==> config.mk <==
export PLATFORM = sky130hd
export DESIGN_NAME = broadcast_ring_buffer
export DESIGN_NICKNAME = d
export VERILOG_FILES = /design/src/rtl/brb_pkg.sv /design/src/rtl/broadcast_ring_buffer.sv /design/src/rtl/brb_ram.sv /design/src/rtl/brb_core.sv
export SDC_FILE = /design/constraint.sdc
export NUM_CORES = 1
export LEC_CHECK = 0
export ABC_CLOCK_PERIOD_IN_PS = 14300
export BUFFER_PORTS_ARGS = -buffer_cell sky130_fd_sc_hd__clkbuf_2
export CAP_MARGIN = 20
export CELL_PAD_IN_SITES_DETAIL_PLACEMENT = 0
export CELL_PAD_IN_SITES_GLOBAL_PLACEMENT = 1
export CORE_ASPECT_RATIO = 0.8
export CORE_MARGIN = 1
export CORE_UTILIZATION = 31
export DETAILED_ROUTE_END_ITERATION = 6
export GPL_TIMING_DRIVEN = 0
export PLACE_DENSITY_LB_ADDON = 0.1
export SETUP_SLACK_MARGIN = 0.02
export SLEW_MARGIN = 20
export SYNTH_ARGS = -nofsm -noshare
export SYNTH_HDL_FRONTEND = slang
export SYNTH_SLANG_ARGS = --single-unit
==> constraint.sdc <==
create_clock -name clock -period 14.3 [get_ports clock]
set_input_delay 1.43 -clock clock [delete_from_list [all_inputs] [get_ports clock]]
set_output_delay 1.43 -clock clock [all_outputs]
set_load 0.05 [all_outputs]
==> src/rtl/brb_pkg.sv <==
package brb_pkg;

   localparam int RING_DEPTH    = 16;
   localparam int MAX_CONSUMERS = 8;
   localparam int DATA_WIDTH    = 32;

   localparam int SLOT_W = $clog2(RING_DEPTH);
   localparam int ID_W   = $clog2(MAX_CONSUMERS);
   localparam int IDX_W  = 32;
   localparam int CNT_W  = 4;
   localparam int STAT_W = 2;

   localparam logic CMD_INSERT = 1'b0;
   localparam logic CMD_FETCH  = 1'b1;

   localparam logic [STAT_W-1:0] STAT_INSERTED    = 2'd0;
   localparam logic [STAT_W-1:0] STAT_INSERT_FULL = 2'd1;
   localparam logic [STAT_W-1:0] STAT_FETCHED     = 2'd2;
   localparam logic [STAT_W-1:0] STAT_FETCH_EMPTY = 2'd3;

   localparam logic [CNT_W-1:0] CNT_RESET = CNT_W'(1);
   localparam logic [CNT_W-1:0] CNT_MAX   = CNT_W'(MAX_CONSUMERS);

   typedef enum logic {
      ST_IDLE,
      ST_DONE
   } state_type;

   typedef struct packed {
      logic [STAT_W-1:0] status;
      logic              slot_freed;
      logic              caught_up;
      logic              fetched;
   } step_type;

endpackage

==> src/rtl/broadcast_ring_buffer.sv <==
// Result path: an accepted item's step is held in pend_ff and loaded into the
//   result registers when the result side is free; no new item is taken until
//   then. The slot payload memory (one port, registered read) is accessed at
//   accept and its read data is captured into the result registers on that load.
// Reset: synchronous; all slots empty, all indices zero, consumer_count is 1.
// No clearing pass: slot state lives in flip-flops, payload only behind valid.
module broadcast_ring_buffer
   import brb_pkg::*;
(
   input  logic                  clock,
   input  logic                  reset,
   input  logic                  req_valid,
   output logic                  req_ready,
   input  logic                  req_cmd,
   input  logic [ID_W-1:0]       req_consumer_id,
   input  logic [DATA_WIDTH-1:0] req_data_in,
   output logic                  rsp_valid,
   input  logic                  rsp_ready,
   output logic [STAT_W-1:0]     rsp_status,
   output logic [DATA_WIDTH-1:0] rsp_data_out,
   output logic                  rsp_slot_freed,
   output logic                  rsp_caught_up,
   input  logic                  csr_valid,
   output logic                  csr_ready,
   input  logic [CNT_W-1:0]      csr_consumer_count
);

   state_type state_ff;
   state_type state_in;

   logic [CNT_W-1:0]      count_ff;
   step_type              step;
   step_type              pend_ff;
   logic                  accept;
   logic                  load_out;
   logic                  ram_we;
   logic                  ram_re;
   logic [SLOT_W-1:0]     ram_addr;
   logic [DATA_WIDTH-1:0] ram_rdata;

   logic                  rsp_valid_ff;
   logic [STAT_W-1:0]     rsp_status_ff;
   logic [DATA_WIDTH-1:0] rsp_data_ff;
   logic                  rsp_freed_ff;
   logic                  rsp_caught_ff;

   assign csr_ready = 1'b1;

   always_ff @(posedge clock) begin
      if (reset) begin
         count_ff <= CNT_RESET;
      end else if (csr_valid && csr_ready) begin
         count_ff <= csr_consumer_count;
      end
   end

   brb_core u_core (
      .clock          (clock),
      .reset          (reset),
      .step_en        (accept),
      .cmd            (req_cmd),
      .consumer_id    (req_consumer_id),
      .consumer_count (count_ff),
      .step           (step),
      .ram_we         (ram_we),
      .ram_re         (ram_re),
      .ram_addr       (ram_addr)
   );

   brb_ram #(
      .WIDTH (DATA_WIDTH),
      .DEPTH (RING_DEPTH)
   ) u_payload (
      .clock (clock),
      .we    (ram_we),
      .re    (ram_re),
      .addr  (ram_addr),
      .wdata (req_data_in),
      .rdata (ram_rdata)
   );

   always_comb begin
      state_in = state_ff;
      case (state_ff)
         ST_IDLE: begin
            if (req_valid) begin
               state_in = ST_DONE;
            end
         end
         ST_DONE: begin
            if (!rsp_valid_ff || rsp_ready) begin
               state_in = ST_IDLE;
            end
         end
         default: state_in = ST_IDLE;
      endcase
   end

   always_comb begin
      req_ready = 1'b0;
      load_out  = 1'b0;
      case (state_ff)
         ST_IDLE: req_ready = 1'b1;
         ST_DONE: load_out  = !rsp_valid_ff || rsp_ready;
         default: begin
            req_ready = 1'b0;
            load_out  = 1'b0;
         end
      endcase
   end

   assign accept = req_valid && req_ready;

   always_ff @(posedge clock) begin
      if (reset) begin
         state_ff <= ST_IDLE;
      end else begin
         state_ff <= state_in;
      end
   end

   always_ff @(posedge clock) begin
      if (accept) begin
         pend_ff <= step;
      end
   end

   always_ff @(posedge clock) begin
      if (reset) begin
         rsp_valid_ff <= 1'b0;
      end else if (load_out) begin
         rsp_valid_ff <= 1'b1;
      end else if (rsp_ready) begin
         rsp_valid_ff <= 1'b0;
      end
   end

   always_ff @(posedge clock) begin
      if (load_out) begin
         rsp_status_ff <= pend_ff.status;
         rsp_data_ff   <= pend_ff.fetched ? ram_rdata : '0;
         rsp_freed_ff  <= pend_ff.slot_freed;
         rsp_caught_ff <= pend_ff.caught_up;
      end
   end

   assign rsp_valid      = rsp_valid_ff;
   assign rsp_status     = rsp_status_ff;
   assign rsp_data_out   = rsp_data_ff;
   assign rsp_slot_freed = rsp_freed_ff;
   assign rsp_caught_up  = rsp_caught_ff;

   a_one_item: assert property (@(posedge clock) disable iff (reset)
      accept |=> !req_ready)
      else $error("item accepted while another is in flight");

   a_data_only_fetched: assert property (@(posedge clock) disable iff (reset)
      rsp_valid |-> (rsp_status == STAT_FETCHED || rsp_data_out == '0))
      else $error("payload on a result that is not a fetch");

   a_freed_only_fetched: assert property (@(posedge clock) disable iff (reset)
      (rsp_valid && rsp_slot_freed) |-> (rsp_status == STAT_FETCHED))
      else $error("slot freed without a fetch");

   a_done_loads: assert property (@(posedge clock) disable iff (reset)
      load_out |=> rsp_valid)
      else $error("result load lost");

endmodule

==> src/rtl/brb_ram.sv <==
module brb_ram #(
   parameter int WIDTH = 32,
   parameter int DEPTH = 16
) (
   input  logic                     clock,
   input  logic                     we,
   input  logic                     re,
   input  logic [$clog2(DEPTH)-1:0] addr,
   input  logic [WIDTH-1:0]         wdata,
   output logic [WIDTH-1:0]         rdata
);

   logic [WIDTH-1:0] mem_ff [DEPTH];
   logic [WIDTH-1:0] rdata_ff;

   always_ff @(posedge clock) begin
      if (we) begin
         mem_ff[addr] <= wdata;
      end
      if (re) begin
         rdata_ff <= mem_ff[addr];
      end
   end

   assign rdata = rdata_ff;

endmodule

==> src/rtl/brb_core.sv <==
module brb_core
   import brb_pkg::*;
(
   input  logic                  clock,
   input  logic                  reset,
   input  logic                  step_en,
   input  logic                  cmd,
   input  logic [ID_W-1:0]       consumer_id,
   input  logic [CNT_W-1:0]      consumer_count,
   output step_type              step,
   output logic                  ram_we,
   output logic                  ram_re,
   output logic [SLOT_W-1:0]     ram_addr
);

   logic [RING_DEPTH-1:0] valid_ff;
   logic [CNT_W-1:0]      readers_ff [RING_DEPTH];
   logic [IDX_W-1:0]      cidx_ff [MAX_CONSUMERS];
   logic [IDX_W-1:0]      prod_ff;

   logic [CNT_W-1:0]  eff_count;
   logic [SLOT_W-1:0] p_slot;
   logic [SLOT_W-1:0] c_slot;
   logic [IDX_W-1:0]  c_idx;
   logic [CNT_W-1:0]  readers_cur;
   logic [CNT_W-1:0]  readers_dec;
   logic              ins_ok;
   logic              fetch_ok;
   logic [IDX_W-1:0]  prod_in;
   logic [IDX_W-1:0]  cidx_in;

   always_comb begin
      if (consumer_count == '0) begin
         eff_count = CNT_W'(1);
      end else if (consumer_count > CNT_MAX) begin
         eff_count = CNT_MAX;
      end else begin
         eff_count = consumer_count;
      end
   end

   assign p_slot      = prod_ff[SLOT_W-1:0];
   assign c_idx       = cidx_ff[consumer_id];
   assign c_slot      = c_idx[SLOT_W-1:0];
   assign readers_cur = readers_ff[c_slot];
   // saturate at zero
   assign readers_dec = (readers_cur != '0) ? readers_cur - CNT_W'(1) : '0;

   assign ins_ok   = (cmd == CMD_INSERT) && !valid_ff[p_slot];
   assign fetch_ok = (cmd == CMD_FETCH) && (CNT_W'(consumer_id) < eff_count)
                     && (c_idx != prod_ff) && valid_ff[c_slot];

   assign prod_in = prod_ff + IDX_W'(ins_ok);
   assign cidx_in = c_idx + IDX_W'(fetch_ok);

   always_comb begin
      if (cmd == CMD_INSERT) begin
         step.status = ins_ok ? STAT_INSERTED : STAT_INSERT_FULL;
      end else begin
         step.status = fetch_ok ? STAT_FETCHED : STAT_FETCH_EMPTY;
      end
      step.slot_freed = fetch_ok && (readers_dec == '0);
      step.caught_up  = (cidx_in == prod_in);
      step.fetched    = fetch_ok;
   end

   assign ram_we   = step_en && ins_ok;
   assign ram_re   = step_en && fetch_ok;
   assign ram_addr = (cmd == CMD_INSERT) ? p_slot : c_slot;

   always_ff @(posedge clock) begin
      if (reset) begin
         valid_ff <= '0;
         prod_ff  <= '0;
         for (int i = 0; i < RING_DEPTH; i++) begin
            readers_ff[i] <= '0;
         end
         for (int i = 0; i < MAX_CONSUMERS; i++) begin
            cidx_ff[i] <= '0;
         end
      end else if (step_en) begin
         if (ins_ok) begin
            valid_ff[p_slot]   <= 1'b1;
            readers_ff[p_slot] <= eff_count;
            prod_ff            <= prod_in;
         end
         if (fetch_ok) begin
            cidx_ff[consumer_id] <= cidx_in;
            readers_ff[c_slot]   <= readers_dec;
            // last reader releases the slot
            if (readers_dec == '0) begin
               valid_ff[c_slot] <= 1'b0;
            end
         end
      end
   end

endmodule
==> impl_summary.txt <==
----------------------------------------------------
[Outcome]
  Outcome ... finished, final reports clean

[Setup path]
  Crit-path max FO ... 10
  CP endpoint kind ... flip-flop
  Critical path, cell by cell ... clkbuf_2 > buf_4 > buf_8 > buf_8 > mux4_2 > mux2i_1 > buf_2 > buf_4 > buf_4 > mux2i_1 > mux2i_1 > mux2i_1 > o2111a_1 > ha_1 > nand4_2 > or4_1 > clkbuf_1 > or3_1 > xnor3_1 > a2111oi_2 > nand4_1 > nor4_2
  Buf/Inv on CP ... 8
  End of the worst register-to-register path ... pend_ff[1]
  Cells on worst reg2reg path ... 18
  CP startpoint kind ... input port
  Worst Path Class, Setup ... in -> reg
  Beginning of the worst register-to-register path ... u_core.cidx_ff[6][0]
  CP dominant cell by count ... mux2i_1
  Cell with the largest stage delay on the worst path ... nor4_2
  Family of cells with the greatest summed delay on the critical path ... simple AND/OR/NAND/NOR gates
  Critical path's largest stage delay ... 0.83 ns
  Setup slack of the most critical reg-to-reg path ... approximately 6.6 ns
  Required time reported for the critical path endpoint ... 14.69 ns
  Arrival time reported for the critical path endpoint ... 9.07 ns

[Drt]
  Post-route DRC violation count ... 0
  Count of vias placed by the detailed router ... between 20000 and 30000
  Vias/cell ... 5.22
  Final Routed Wirelength ... 136000 um
  Detailed-routing iteration count for the pre-antenna-repair pass ... 5
  Average wire per cell in the routed design ... 28.3 um
  Drt initial violations ... 2575
  Number of routed nets with antenna violations ... 0

[Clock network]
  Setup bufs post-CTS ... 0
  Number of clock buffers inserted by TritonCTS ... 104
  H-Tree Level Count ... 3
  CTS clk-pin slew, worst paths ... 0.06 ns
  Max Buffers Root-to-Sink ... 3
  Clock Root Buffer ... clkbuf_16
  Insertion delay to the later sink of the worst-skew pair ... 0.74 ns
  Clock tree from TritonCTS ... built
  Quantity of gates resized following cts ... 0
  Number of buffers inserted for hold repair after clock tree synthesis ... 0
  CTS sink count ... 959

[STA]
  RSZ-0062 raised after global routing ... false
  Number of hold-slack violations in the final timing report ... 0
  Worst clock skew ... 0.0382 ns
  Count of final setup violators ... 0
  Final-report max-slew violation count ... 0
  Period utilization ... 0.607
  Highest Clock Rate ... 0.115 GHz
  Worst slew margin ... 0.191
  Slew @ Worst Pin ... 1.21 ns
  Setup Total Neg Slack ... 0 ns
  Final critical path time including I/O delays and setup ... 8.68 ns

[Yosys]
  Mean Syn Cell Area ... 15.3 um2
  Leading register cell type out of synthesis ... edfxtp_1
  Number of different library cells in the post-synthesis netlist ... 95
  Gate count of the mapped netlist ... 2710
  FFs w/ async S/R, synth ... 0
  Synth Net Count ... 2761
  Count of warnings emitted by yosys ... 0
  Cell area after synthesis ... 41500 um2
  Number of storage elements in the synthesis netlist ... around 960
  Sequential area share after synthesis ... 0.682
  Post-synth EDFFs ... 905

[Cells and area]
  Share of post-route cells with drive strength above 1 ... 0.204
  Layout net count ... 2993
  Area Growth Syn to Fin ... 17.2%
  Final cell area excluding filler cells ... 48600 um2
  Number of fill cells ... around 12000

[Place]
  Routability cong. ... 0.849
  Post-placement cell area ... 45100 um2
  Count of buffers from port buffering ... 80
  DP HPWL ... 94400 um

[Worst hold path]
  Min-Delay Path Depth ... 0
  Worst min-delay path endpoint ... rsp_slot_freed
  Worst Min Path Start ... pend_ff[2]
  Path type of the worst min-delay path ... reg -> reg

[Power and ir drop]
  Power per Cell Area ... 133 nW/um2
  Leakage power figure ... 16.2 nW
  Worst voltage drop across the vdd grid ... 0.0948 mV

[Floorplan]
  Starting Density ... 0.314
  Die height ... 329 um
  I/O Pins ... 84
  Core area ... about 130000 um2
  Die width ... 411 um
  Count of standard-cell rows ... 119
  Die area ... between 100000 and 150000 um2

[Global routing]
  Number of global-route vias before repair ... 25320
  Initial antenna violation count ... 7
  Tot GR Track Use ... 0.200
  GRT Residual Overflow ... 0
  First-pass GRT wire length ... approximately 190000 um
  Maximum number of pins on one net before global-route repair ... 33

[Flow run]
  Max-cap viol count ... 0

----------------------------------------------------
[power by group]
part / internal [mW] / switching [mW] / total, mW
combinational: 0.186 / 0.405 / 0.591
sequential: 3.12 / 0.0154 / 3.14
clock: 1.56 / 1.18 / 2.74
total: 4.87 / 1.60 / 6.47
[flip-flops by register name (all words and copies together), names as in the netlist, 2 cells and up]
name,cells
u_payload.mem_ff,512
u_core.cidx_ff,256
u_core.readers_ff,64
rsp_data_out,32
u_core.prod_ff,32
u_payload.rdata,32
u_core.valid_ff,16
pend_ff,5
count_ff,4
rsp_status,2
[cells in the final DEF (no fill, tap or decap), types with 43 or more instances in the layout]
| master | n |
|---|---|
| edfxtp_1 | 905 |
| nor2_1 | 376 |
| mux4_2 | 143 |
| nand2_1 | 142 |
| mux2i_1 | 132 |
| clkbuf_16 | 104 |
| a21oi_1 | 103 |
| clkbuf_1 | 88 |
| clkbuf_2 | 85 |
| xnor2_1 | 66 |
| xor2_1 | 59 |
| dfxtp_1 | 54 |
| buf_2 | 50 |
| a211oi_1 | 46 |
| and2_1 | 43 |
[stage by stage]
step           cells  hold slack, ns  power, mW  setup slack (ns)  utilization
6_report        4788           0.432       6.47              5.62        0.368
3_3_place_gp    4544           0.404       3.78              1.80        0.333
2_1_floorplan   2710           0.400       3.54              7.87            -
5_1_grt         4786           0.440       6.68              5.10        0.368
4_1_cts         4785           0.434       6.53              5.63        0.367
3_5_place_dp    4589           0.420       3.79              4.87        0.341
[cell families after synthesis]
| logic type | Yosys count | synth area share |
|---|---|---|
| and+or+nand+nor | 800 | 0.0904 |
| muxes | 304 | 0.118 |
| adders and majority gates | 6 | 0.00181 |
| other | 1 | 0.0000905 |
| AOI/OAI and AO/OA | 313 | 0.0527 |
| xor gates and xnor gates | 137 | 0.0306 |
| buffers and inverters | 190 | 0.0244 |
| DFF | 959 | 0.682 |
[Yosys cell counts (6+ instances only)]
library cell  number  share of area
and2_1            44         0.0066
dfxtp_1           54          0.026
a32o_1            18         0.0043
xor2_1            62          0.013
nor2_1           388          0.035
o22ai_1            6        0.00091
a211oi_1          46         0.0083
buf_2             49         0.0059
edfxtp_1         905           0.66
a221o_1            8         0.0019
a22o_1            18         0.0038
mux2i_1          132          0.032
nand3b_1           9         0.0016
buf_4             20         0.0036
and3_1            14         0.0021
ha_1               6         0.0018
clkbuf_1          71         0.0064
buf_1             12         0.0011
a31oi_1           10         0.0015
a21oi_1          105          0.013
nor2b_1           40         0.0060
nand2b_1           6        0.00091
inv_1             17         0.0015
xnor2_1           70          0.015
a22oi_1           15         0.0027
a221oi_1          10         0.0021
mux4_2           143          0.078
nand3_1           41         0.0049
nand4_1           10         0.0015
nand2_1          150          0.014
o2bb2ai_1          6         0.0013
or4_1              7         0.0013
or2_2              8         0.0012
buf_6              7         0.0019
nor4_1            13         0.0020
o21ai_1            7        0.00084
mux2_2            26         0.0071
nor3_1            21         0.0025
o21ai_0           22         0.0027
or3_1             14         0.0021
[routing by layer]
layer	wire length (um)	part of all wire	global-route usage
met5	20	0.00015	0
met4	2390	0.018	0.0409
met3	9080	0.067	0.0420
met2	55900	0.41	0.280
met1	68300	0.50	0.316
[worst max-delay path by stage]
stage	start	end	slack, ns	cells past startpoint
after global routing	req_consumer_id[2]	pend_ff[1]	5.10	22
final	req_consumer_id[2]	pend_ff[1]	5.62	22
after global placement	req_consumer_id[1]	u_core.valid_ff[1]	1.80	14
after detailed placement	req_consumer_id[2]	pend_ff[1]	4.87	22
after floorplan	req_consumer_id[2]	pend_ff[1]	7.87	21
after CTS	req_consumer_id[2]	pend_ff[1]	5.63	22
[area by class of cell]
| cell class | instances | area [um2] | area share |
|---|---|---|---|
| antenna | 2 | 5.00 | 0.000103 |
| tap | 1754 | 2190 | 0.0452 |
| clock buffer | 131 | 2760 | 0.0569 |
| timing repair buffer | 126 | 1200 | 0.0247 |
| buffer | 167 | 933 | 0.0192 |
| clock inverter | 65 | 714 | 0.0147 |
| sequential | 959 | 28300 | 0.581 |
| multi-input combinational | 1561 | 12400 | 0.256 |
| inverter | 23 | 86.3 | 0.00178 |
No activity file was read; power rests on OpenSTA's default activity.
